$ cat src/rtl/scs_pkg.sv
// Shared types and constants of the sequencer step clock.
// Used by scs_core and sequencer_step_clock_with_swing; no dependencies.
package scs_pkg;

    // Item function codes.
    localparam logic [1:0] FUNC_TICK    = 2'd0;
    localparam logic [1:0] FUNC_START   = 2'd1;
    localparam logic [1:0] FUNC_STOP    = 2'd2;
    localparam logic [1:0] FUNC_SET_LEN = 2'd3;

    // Clock source codes held in the clock mode register.
    localparam logic [1:0] MODE_INTERNAL = 2'd0;
    localparam logic [1:0] MODE_MIDI     = 2'd1;
    localparam logic [1:0] MODE_TRIGGER  = 2'd2;

    // Configuration register indexes.
    localparam int unsigned CFG_IDX_W      = 1;
    localparam logic [CFG_IDX_W-1:0] CFG_CLOCK_MODE = 1'b0;
    localparam logic [CFG_IDX_W-1:0] CFG_SWING      = 1'b1;
    localparam int unsigned CFG_DATA_W     = 8;

    // Step length limits and reset value, in microseconds.
    localparam logic [31:0] STEP_LEN_MIN   = 32'd32000;
    localparam logic [31:0] STEP_LEN_MAX   = 32'd1024000;
    localparam logic [31:0] STEP_LEN_RESET = 32'd125000;

    typedef struct packed {
        logic [1:0]  func;
        logic        midi_pulse;
        logic        trigger_pulse;
        logic [31:0] new_step_length;
    } t_scs_item;

    typedef struct packed {
        logic [1:0] clock_mode;
        logic [7:0] swing_fraction;
    } t_scs_cfg;

    typedef struct packed {
        logic        step_now;
        logic [15:0] step_index;
        logic [31:0] step_length;
    } t_scs_result;

endpackage

$ cat src/rtl/scs_swing_mul.sv
// Swing amount: step length times an 8-bit fraction of 1/256, truncated.
// Depends on nothing but its ports.
module scs_swing_mul (
    input  logic [31:0] i_len,
    input  logic [7:0]  i_frac,
    output logic [31:0] o_amount
);

    logic [39:0] product;

    // The exact 40-bit product; dropping eight fraction bits gives the floor.
    assign product  = 40'(i_len) * 40'(i_frac);
    assign o_amount = product[39:8];

endmodule

$ cat src/rtl/scs_core.sv
// Step clock state and the single-pass update for one beat.
// Depends on scs_pkg and scs_swing_mul.
module scs_core #(
    parameter int unsigned PULSES_PER_STEP = 6
) (
    input  logic                i_clk,
    input  logic                i_rst_n,
    input  logic                i_fire,
    input  scs_pkg::t_scs_item  i_item,
    input  scs_pkg::t_scs_cfg   i_cfg,
    output scs_pkg::t_scs_result o_res
);
    import scs_pkg::*;

    localparam logic [2:0] PULSE_RELOAD = 3'(PULSES_PER_STEP - 1);

    logic [31:0] r_time, n_time;
    logic [31:0] r_len, n_len;
    logic [31:0] r_last, n_last;
    logic [31:0] r_next, n_next;
    logic [31:0] r_swing, n_swing;
    logic [2:0]  r_pc, n_pc;
    logic [15:0] r_cnt, n_cnt;
    logic        r_pend, n_pend;

    logic [31:0] time_inc;
    logic [31:0] mul_op;
    logic [31:0] swing_amt;
    logic        midi_mode;
    logic        midi_reload;
    logic [31:0] midi_swing;
    logic [31:0] due;
    logic        reached;
    logic        stepped;

    // In MIDI mode the multiplier sees the freshly measured step length.
    assign time_inc  = r_time + 32'd1;
    assign midi_mode = (i_cfg.clock_mode == MODE_MIDI);
    assign mul_op    = midi_mode ? (time_inc - r_next) : r_len;

    scs_swing_mul u_mul (
        .i_len    (mul_op),
        .i_frac   (i_cfg.swing_fraction),
        .o_amount (swing_amt)
    );

    assign midi_reload = midi_mode && i_item.midi_pulse && (r_pc >= PULSE_RELOAD);
    assign midi_swing  = r_cnt[0] ? swing_amt : 32'd0;

    // One deadline adder serves both timed modes; a MIDI step that is
    // measured in this beat is judged against its new deadline.
    assign due     = midi_reload ? (time_inc + midi_swing) : (r_next + r_swing);
    assign reached = (time_inc >= due);

    always_comb begin
        n_time  = r_time;
        n_len   = r_len;
        n_last  = r_last;
        n_next  = r_next;
        n_swing = r_swing;
        n_pc    = r_pc;
        n_cnt   = r_cnt;
        n_pend  = r_pend;
        stepped = 1'b0;
        case (i_item.func)
            FUNC_TICK: begin
                n_time = time_inc;
                case (i_cfg.clock_mode)
                    MODE_INTERNAL: begin
                        if (reached) begin
                            n_last  = r_next;
                            n_next  = r_next + r_len;
                            n_swing = r_cnt[0] ? 32'd0 : swing_amt;
                            stepped = 1'b1;
                        end
                    end
                    MODE_MIDI: begin
                        if (midi_reload) begin
                            n_pc    = 3'd0;
                            n_len   = mul_op;
                            n_next  = time_inc;
                            n_swing = midi_swing;
                            n_pend  = 1'b1;
                        end else if (i_item.midi_pulse) begin
                            n_pc = 3'(r_pc + 3'd1);
                        end
                        if ((midi_reload || r_pend) && reached) begin
                            n_pend  = 1'b0;
                            stepped = 1'b1;
                        end
                    end
                    MODE_TRIGGER: begin
                        stepped = i_item.trigger_pulse;
                    end
                    default: begin
                    end
                endcase
                if (stepped) begin
                    n_cnt = r_cnt + 16'd1;
                end
            end
            FUNC_START: begin
                n_pc    = PULSE_RELOAD;
                n_cnt   = 16'd0;
                n_swing = 32'd0;
                n_pend  = 1'b0;
                n_next  = r_time;
            end
            FUNC_STOP: begin
                n_pc  = PULSE_RELOAD;
                n_cnt = 16'd0;
            end
            default: begin
                if (i_item.new_step_length < STEP_LEN_MIN) begin
                    n_len = STEP_LEN_MIN;
                end else if (i_item.new_step_length > STEP_LEN_MAX) begin
                    n_len = STEP_LEN_MAX;
                end else begin
                    n_len = i_item.new_step_length;
                end
                n_next = r_last + n_len;
            end
        endcase
    end

    always_ff @(posedge i_clk) begin
        if (!i_rst_n) begin
            r_time  <= 32'd0;
            r_len   <= STEP_LEN_RESET;
            r_last  <= 32'd0;
            r_next  <= 32'd0;
            r_swing <= 32'd0;
            r_pc    <= PULSE_RELOAD;
            r_cnt   <= 16'd0;
            r_pend  <= 1'b0;
        end else if (i_fire) begin
            r_time  <= n_time;
            r_len   <= n_len;
            r_last  <= n_last;
            r_next  <= n_next;
            r_swing <= n_swing;
            r_pc    <= n_pc;
            r_cnt   <= n_cnt;
            r_pend  <= n_pend;
        end
    end

    assign o_res.step_now    = stepped;
    assign o_res.step_index  = n_cnt;
    assign o_res.step_length = n_len;

    a_len_clamped: assert property (@(posedge i_clk) disable iff (!i_rst_n)
        (i_fire && i_item.func == FUNC_SET_LEN)
        |=> (r_len >= STEP_LEN_MIN && r_len <= STEP_LEN_MAX))
        else $error("step length left the clamp range after a length write");

    a_pc_bound: assert property (@(posedge i_clk) disable iff (!i_rst_n)
        r_pc <= PULSE_RELOAD)
        else $error("pulse count beyond reload value");

    a_time_holds: assert property (@(posedge i_clk) disable iff (!i_rst_n)
        !(i_fire && i_item.func == FUNC_TICK) |=> $stable(r_time))
        else $error("time counter moved without a tick beat");

endmodule

$ cat src/rtl/sequencer_step_clock_with_swing.sv
// Top level of the sequencer step clock: beat registers, configuration registers.
// Depends on scs_pkg and scs_core.

// Sequencer step clock with swing. Every input beat is a microsecond tick,
// a start, a stop or a step length write, and every beat yields exactly one
// result beat carrying step_now, the 16-bit step index and the step length
// in use. The block takes one beat per clock cycle while o_stall is low;
// a beat waits in the input register, is evaluated against the clock
// state in a single combinational pass (one 32 by 8 multiplier for the swing
// amount and one deadline adder and compare), and is written into the result
// register when that register is empty or being emptied. The result register
// lets a new beat enter while the previous result still waits: o_stall rises
// only when both the input and the result register are full and the
// downstream side stalls. clock_mode and swing_fraction are written through
// the plain write port (index 0 and 1) and must only change while the block
// is idle. Step lengths written with a length beat are clamped to
// 32000..1024000 us; in MIDI mode the measured length is used unclamped.
module sequencer_step_clock_with_swing #(
    parameter int unsigned PULSES_PER_STEP = 6
) (
    input  logic                          i_clk,
    input  logic                          i_rst_n,
    // Input beats.
    input  logic                          i_valid,
    output logic                          o_stall,
    input  logic [1:0]                    i_func,
    input  logic                          i_midi_pulse,
    input  logic                          i_trigger_pulse,
    input  logic [31:0]                   i_new_step_length,
    // Result beats.
    output logic                          o_valid,
    input  logic                          i_stall,
    output logic                          o_step_now,
    output logic [15:0]                   o_step_index,
    output logic [31:0]                   o_current_step_length,
    // Configuration writes.
    input  logic                          i_cfg_we,
    input  logic [scs_pkg::CFG_IDX_W-1:0] i_cfg_idx,
    input  logic [scs_pkg::CFG_DATA_W-1:0] i_cfg_wdata
);
    import scs_pkg::*;

    logic        r_in_vld;
    t_scs_item   r_in;
    logic        r_out_vld;
    t_scs_result r_out;
    t_scs_cfg    r_cfg;

    logic        out_free;
    logic        fire;
    logic        in_take;
    t_scs_result res;

    // The evaluation fires whenever an input beat is held and the result
    // register is empty or is being emptied in this cycle.
    assign out_free = !r_out_vld || !i_stall;
    assign fire     = r_in_vld && out_free;
    assign o_stall  = r_in_vld && !out_free;
    assign in_take  = i_valid && !o_stall;

    always_ff @(posedge i_clk) begin
        if (!i_rst_n) begin
            r_in_vld <= 1'b0;
        end else if (in_take) begin
            r_in_vld <= 1'b1;
        end else if (fire) begin
            r_in_vld <= 1'b0;
        end
    end

    always_ff @(posedge i_clk) begin
        if (in_take) begin
            r_in.func            <= i_func;
            r_in.midi_pulse      <= i_midi_pulse;
            r_in.trigger_pulse   <= i_trigger_pulse;
            r_in.new_step_length <= i_new_step_length;
        end
    end

    scs_core #(
        .PULSES_PER_STEP (PULSES_PER_STEP)
    ) u_core (
        .i_clk   (i_clk),
        .i_rst_n (i_rst_n),
        .i_fire  (fire),
        .i_item  (r_in),
        .i_cfg   (r_cfg),
        .o_res   (res)
    );

    always_ff @(posedge i_clk) begin
        if (!i_rst_n) begin
            r_out_vld <= 1'b0;
        end else if (fire) begin
            r_out_vld <= 1'b1;
        end else if (!i_stall) begin
            r_out_vld <= 1'b0;
        end
    end

    always_ff @(posedge i_clk) begin
        if (fire) begin
            r_out <= res;
        end
    end

    // Configuration registers; the mode register keeps the low two bits.
    always_ff @(posedge i_clk) begin
        if (!i_rst_n) begin
            r_cfg.clock_mode     <= MODE_INTERNAL;
            r_cfg.swing_fraction <= 8'd0;
        end else if (i_cfg_we) begin
            case (i_cfg_idx)
                CFG_CLOCK_MODE: r_cfg.clock_mode     <= i_cfg_wdata[1:0];
                CFG_SWING:      r_cfg.swing_fraction <= i_cfg_wdata[7:0];
                default: begin
                end
            endcase
        end
    end

    assign o_valid               = r_out_vld;
    assign o_step_now            = r_out.step_now;
    assign o_step_index          = r_out.step_index;
    assign o_current_step_length = r_out.step_length;

    a_stall_needs_held_beat: assert property (@(posedge i_clk) disable iff (!i_rst_n)
        o_stall |-> (r_in_vld && r_out_vld))
        else $error("input stalled without a held beat and a full result register");

    a_held_beat_kept: assert property (@(posedge i_clk) disable iff (!i_rst_n)
        (r_in_vld && !fire) |=> r_in_vld)
        else $error("held input beat dropped before evaluation");

    a_fire_fills_result: assert property (@(posedge i_clk) disable iff (!i_rst_n)
        fire |=> r_out_vld)
        else $error("evaluated beat did not reach the result register");

endmodule
$ cat config.mk
export PLATFORM = sky130hd
export DESIGN_NAME = sequencer_step_clock_with_swing
export DESIGN_NICKNAME = d
export VERILOG_FILES = /design/src/rtl/scs_pkg.sv /design/src/rtl/scs_swing_mul.sv /design/src/rtl/scs_core.sv /design/src/rtl/sequencer_step_clock_with_swing.sv
export SDC_FILE = /design/constraint.sdc
export NUM_CORES = 2
export LEC_CHECK = 0
export ABC_CLOCK_PERIOD_IN_PS = 13800
export BUFFER_PORTS_ARGS = -buffer_cell sky130_fd_sc_hd__buf_2
export CAP_MARGIN = 15
export CORE_MARGIN = 5
export CORE_UTILIZATION = 40
export DETAILED_ROUTE_END_ITERATION = 10
export PLACE_DENSITY = 0.62
export SLEW_MARGIN = 5
export SYNTH_ARGS = -nofsm -noshare
export SYNTH_HDL_FRONTEND = slang
export SYNTH_SLANG_ARGS = --single-unit
$ cat constraint.sdc
create_clock -name i_clk -period 13.8 [get_ports i_clk]
set_clock_uncertainty 0.05 [all_clocks]
set_input_delay 0.69 -clock i_clk [delete_from_list [all_inputs] [get_ports i_clk]]
set_output_delay 0.69 -clock i_clk [all_outputs]
set_load 0.02 [all_outputs]
==> qor.yml <==
run_status:
  outcome: "complete, no violations"
floorplan:
  start_util: 0.4027
  die_y_um: 281.0
  coreArea_um2: 72960
  die_w_um: 281.0
  ioPinCount: 101
  rows: 99
  die-area_um2: 78970
timing:
  layout_setup_ws_ns: 0.7865
  hold_violations: 0
  tightest_slew_ns: 1.033
  period_share: 0.9430
  max_freq_mhz: 76.84
  finalSetupViolCount: 0
  fin_crit_ns: 13.01
  drv_slew: 0
  slew_headroom: 0.3099
logic_synthesis:
  synthCells: 3568
  synth_edf_count: 85
  synth-main-ff-cell: "dfxtp_1"
  avgSynthCellArea_um2: 8.234
  synth_warnings: 0
  ys_seq_area_frac: 0.2177
  ys_ff_latch: 277
  synthArstFlopShare: 0
  synth.distinct_cells: 100
  netlist_area_um2: 29380
route:
  num_vias: 25520
  drcViolationCount: 0
  drt_wl_total_um: 86870
  dr.pass1.iters: 6
  drtIter0Drc: 1947
  post_drt_wl_per_cell_um: 18.66
  viasPerCell: 5.483
  antenna_left: 0
cts:
  cts.clk_slew.worst_paths_ns: 0.07
  cts_tree: "built"
  clockRootBuffer: "clkbuf_16"
  worstSkewPairLatency_ns: 0.57
  clockBufferDepth: 3
  cts_inserted_buffers: 35
  cts_hold_buf: 0
  htreeDepth: 2
  cts.sink_count: 277
final_layout:
  synthToLayoutAreaGrowth_pct: 11.59
  final_cell_mix: "nand2_1 (415), inv_1 (284), ha_1 (239)"
  drive_above_1_share: 0.09881
  layout.nets: 4143
  final_common_cell: "nand2_1"
  final_area_um2: 32790
  post-route-util: 0.4494
critical_path:
  crit_start: "u_core.r_time[0]$_SDFFE_PN0P_"
  r2r_end: "o_step_index[14]$_DFFE_PP_"
  path_class: "register to register"
  critical_path.slowest_cell: "fa_1"
  crit_path_start_kind: "register"
  cp-end-kind: "register"
  required_ns: 14.06
  r2r_cells: 61
  cp.arrival_ns: 13.28
  timing.rr.start: "u_core.r_time[0]$_SDFFE_PN0P_"
  slowest_delay_ns: 0.54
  cp_max_fo: 9
  r2r_slack_ns: 0.79
global_routing:
  first_global_vias: 25250
  grt_use_total: 0.2171
  grt-ovfl-total: 0
  grt_max_degree: 91
  grt_pass1_wl_um: 138600
  antenna_found_initial: 4
min_path:
  min_delay_path_depth: 1
  min_from: "i_func[0]"
  hold_end: "r_in[34]$_DFFE_PP_"
  hp-class: "input pin to register"
pwr:
  swShare: 0.3170
  p_clk_frac: 0.411
  pwr_density_cell_nw_per_um2: 73.09
  internal-power_mw: 1.636
  comb_power_share: 0.218
  leakage_nw: 14.53
  ir_drop_uv: 111.2
  seqPwrFrac: 0.372
  p_sw_mw: 0.7596
placed_design:
  dp_hpwl_um: 66860
  dpl_worst_slack_ns: 0.09873
  portBuffers: 100
  place_congestion: 0.9187
  place_area_um2: 31360
job:
  maxCapViolations: 0
critical path: cells and delay by family, from the launching register on:
family / cells / cell delay (ns)
compound gates: 25 / 4.52
xor+xnor: 4 / 0.55
simple gates: 17 / 2.58
flops: 1 / 0.40
fa+ha+maj: 10 / 4.08
buf+inv: 5 / 0.55
routing by layer:
metal	track usage	wire, um	vias to the layer above
li1	-	-	12510
met1	0.3069	40220	12160
met2	0.3444	38230	721
met3	0.03348	5635	124
met4	0.06554	2756	4
met5	0	24	-
final cells by class:
| type | count | area [um^2] |
|---|---|---|
| antenna | 1 | 2.502 |
| inverter | 285 | 1071 |
| multi-input combinational | 2860 | 21520 |
| sequential | 277 | 6400 |
| clock inverter | 21 | 294.0 |
| fill | 7223 | 40170 |
| clock buffer | 42 | 922.1 |
| timing repair buffer | 209 | 1375 |
| tap | 959 | 1200 |
power by group through the flow:
stage          sequential, mW  combinational [mW]  clock, mW
6_report                0.891               0.521      0.984
5_1_grt                 0.892               0.577       1.04
4_1_cts                 0.889               0.509       1.01
3_5_place_dp            0.907               0.504          0
3_3_place_gp            0.907               0.503          0
2_1_floorplan           0.906               0.340          0
logic make-up after synthesis:
group / synth area share
AOI/OAI and AO/OA: 0.1980
and+or+nand+nor: 0.2225
xor gates and xnor gates: 0.06618
buffers and inverters: 0.05707
other: 0.0001276
muxes: 0.008900
DFF: 0.2177
adders and majority gates: 0.2295
how the worst max path moves through the flow:
stage,end,slack [ns],cells past startpoint
finish,o_step_index[14]$_DFFE_PP_,0.79,61
global route,u_core.r_cnt[6]$_SDFFE_PN0P_,-0.02,60
CTS,u_core.r_cnt[13]$_SDFFE_PN0P_,0.07,61
detailed placement,u_core.r_cnt[5]$_SDFFE_PN0P_,0.1,61
global placement,u_core.r_cnt[5]$_SDFFE_PN0P_,0.36,61
floorplan,u_core.r_cnt[6]$_SDFFE_PN0P_,1.28,61
registers in the layout, summed over array words and instances (netlist names), 32 cells and up:
register,flops
r_in,36
o_current_step_length,32
u_core.r_last,32
u_core.r_len,32
u_core.r_next,32
u_core.r_swing,32
u_core.r_time,32
cells in the mapped netlist (8+ instances only):
cell type	count	area share
and3_1	53	0.011
nor2_1	198	0.025
o21a_1	30	0.0077
o31ai_1	12	0.0031
nor2b_1	128	0.027
o21bai_1	31	0.0079
a222oi_1	8	0.0027
a21o_1	77	0.020
nand3b_1	9	0.0023
nand4b_1	11	0.0033
a22oi_1	63	0.016
nand2b_1	41	0.0087
or3_1	29	0.0062
a31oi_1	29	0.0062
and2_1	194	0.041
o21ai_0	171	0.029
clkbuf_1	140	0.018
o311ai_0	8	0.0024
nand4_1	22	0.0047
fa_1	184	0.13
edfxtp_1	85	0.087
or2_2	8	0.0017
nor4_1	17	0.0036
xor2_1	73	0.022
a21boi_0	78	0.020
nand2_1	422	0.054
inv_1	285	0.036
a221oi_1	8	0.0024
a211o_1	9	0.0027
a211oi_1	22	0.0056
nor3_1	48	0.0082
xnor2_1	149	0.044
o211ai_1	21	0.0054
nand3_1	90	0.015
a21oi_1	207	0.035
ha_1	241	0.10
dfxtp_1	192	0.13
buf_1	9	0.0011
mux2i_1	19	0.0065
o211a_1	16	0.0055
timing repair:
item / in CTS / in global routing
endpoints found under the setup margin: 0 / 129
buffers inserted: 0 / 8
gates resized for setup: 0 / 47
per-stage QoR:
step                      hold slack (ns)  power, mW  setup TNS, ns  std cells
after floorplan                    0.3978      1.247              0       3578
after global placement             0.4090      1.410              0       4581
after detailed placement           0.4125      1.411              0       4581
after CTS                          0.2180      2.407              0       4644
after global routing               0.2222      2.513       -0.01858       4653
final                              0.2493      2.396              0       4654
No activity file was read; power rests on OpenSTA's default activity.
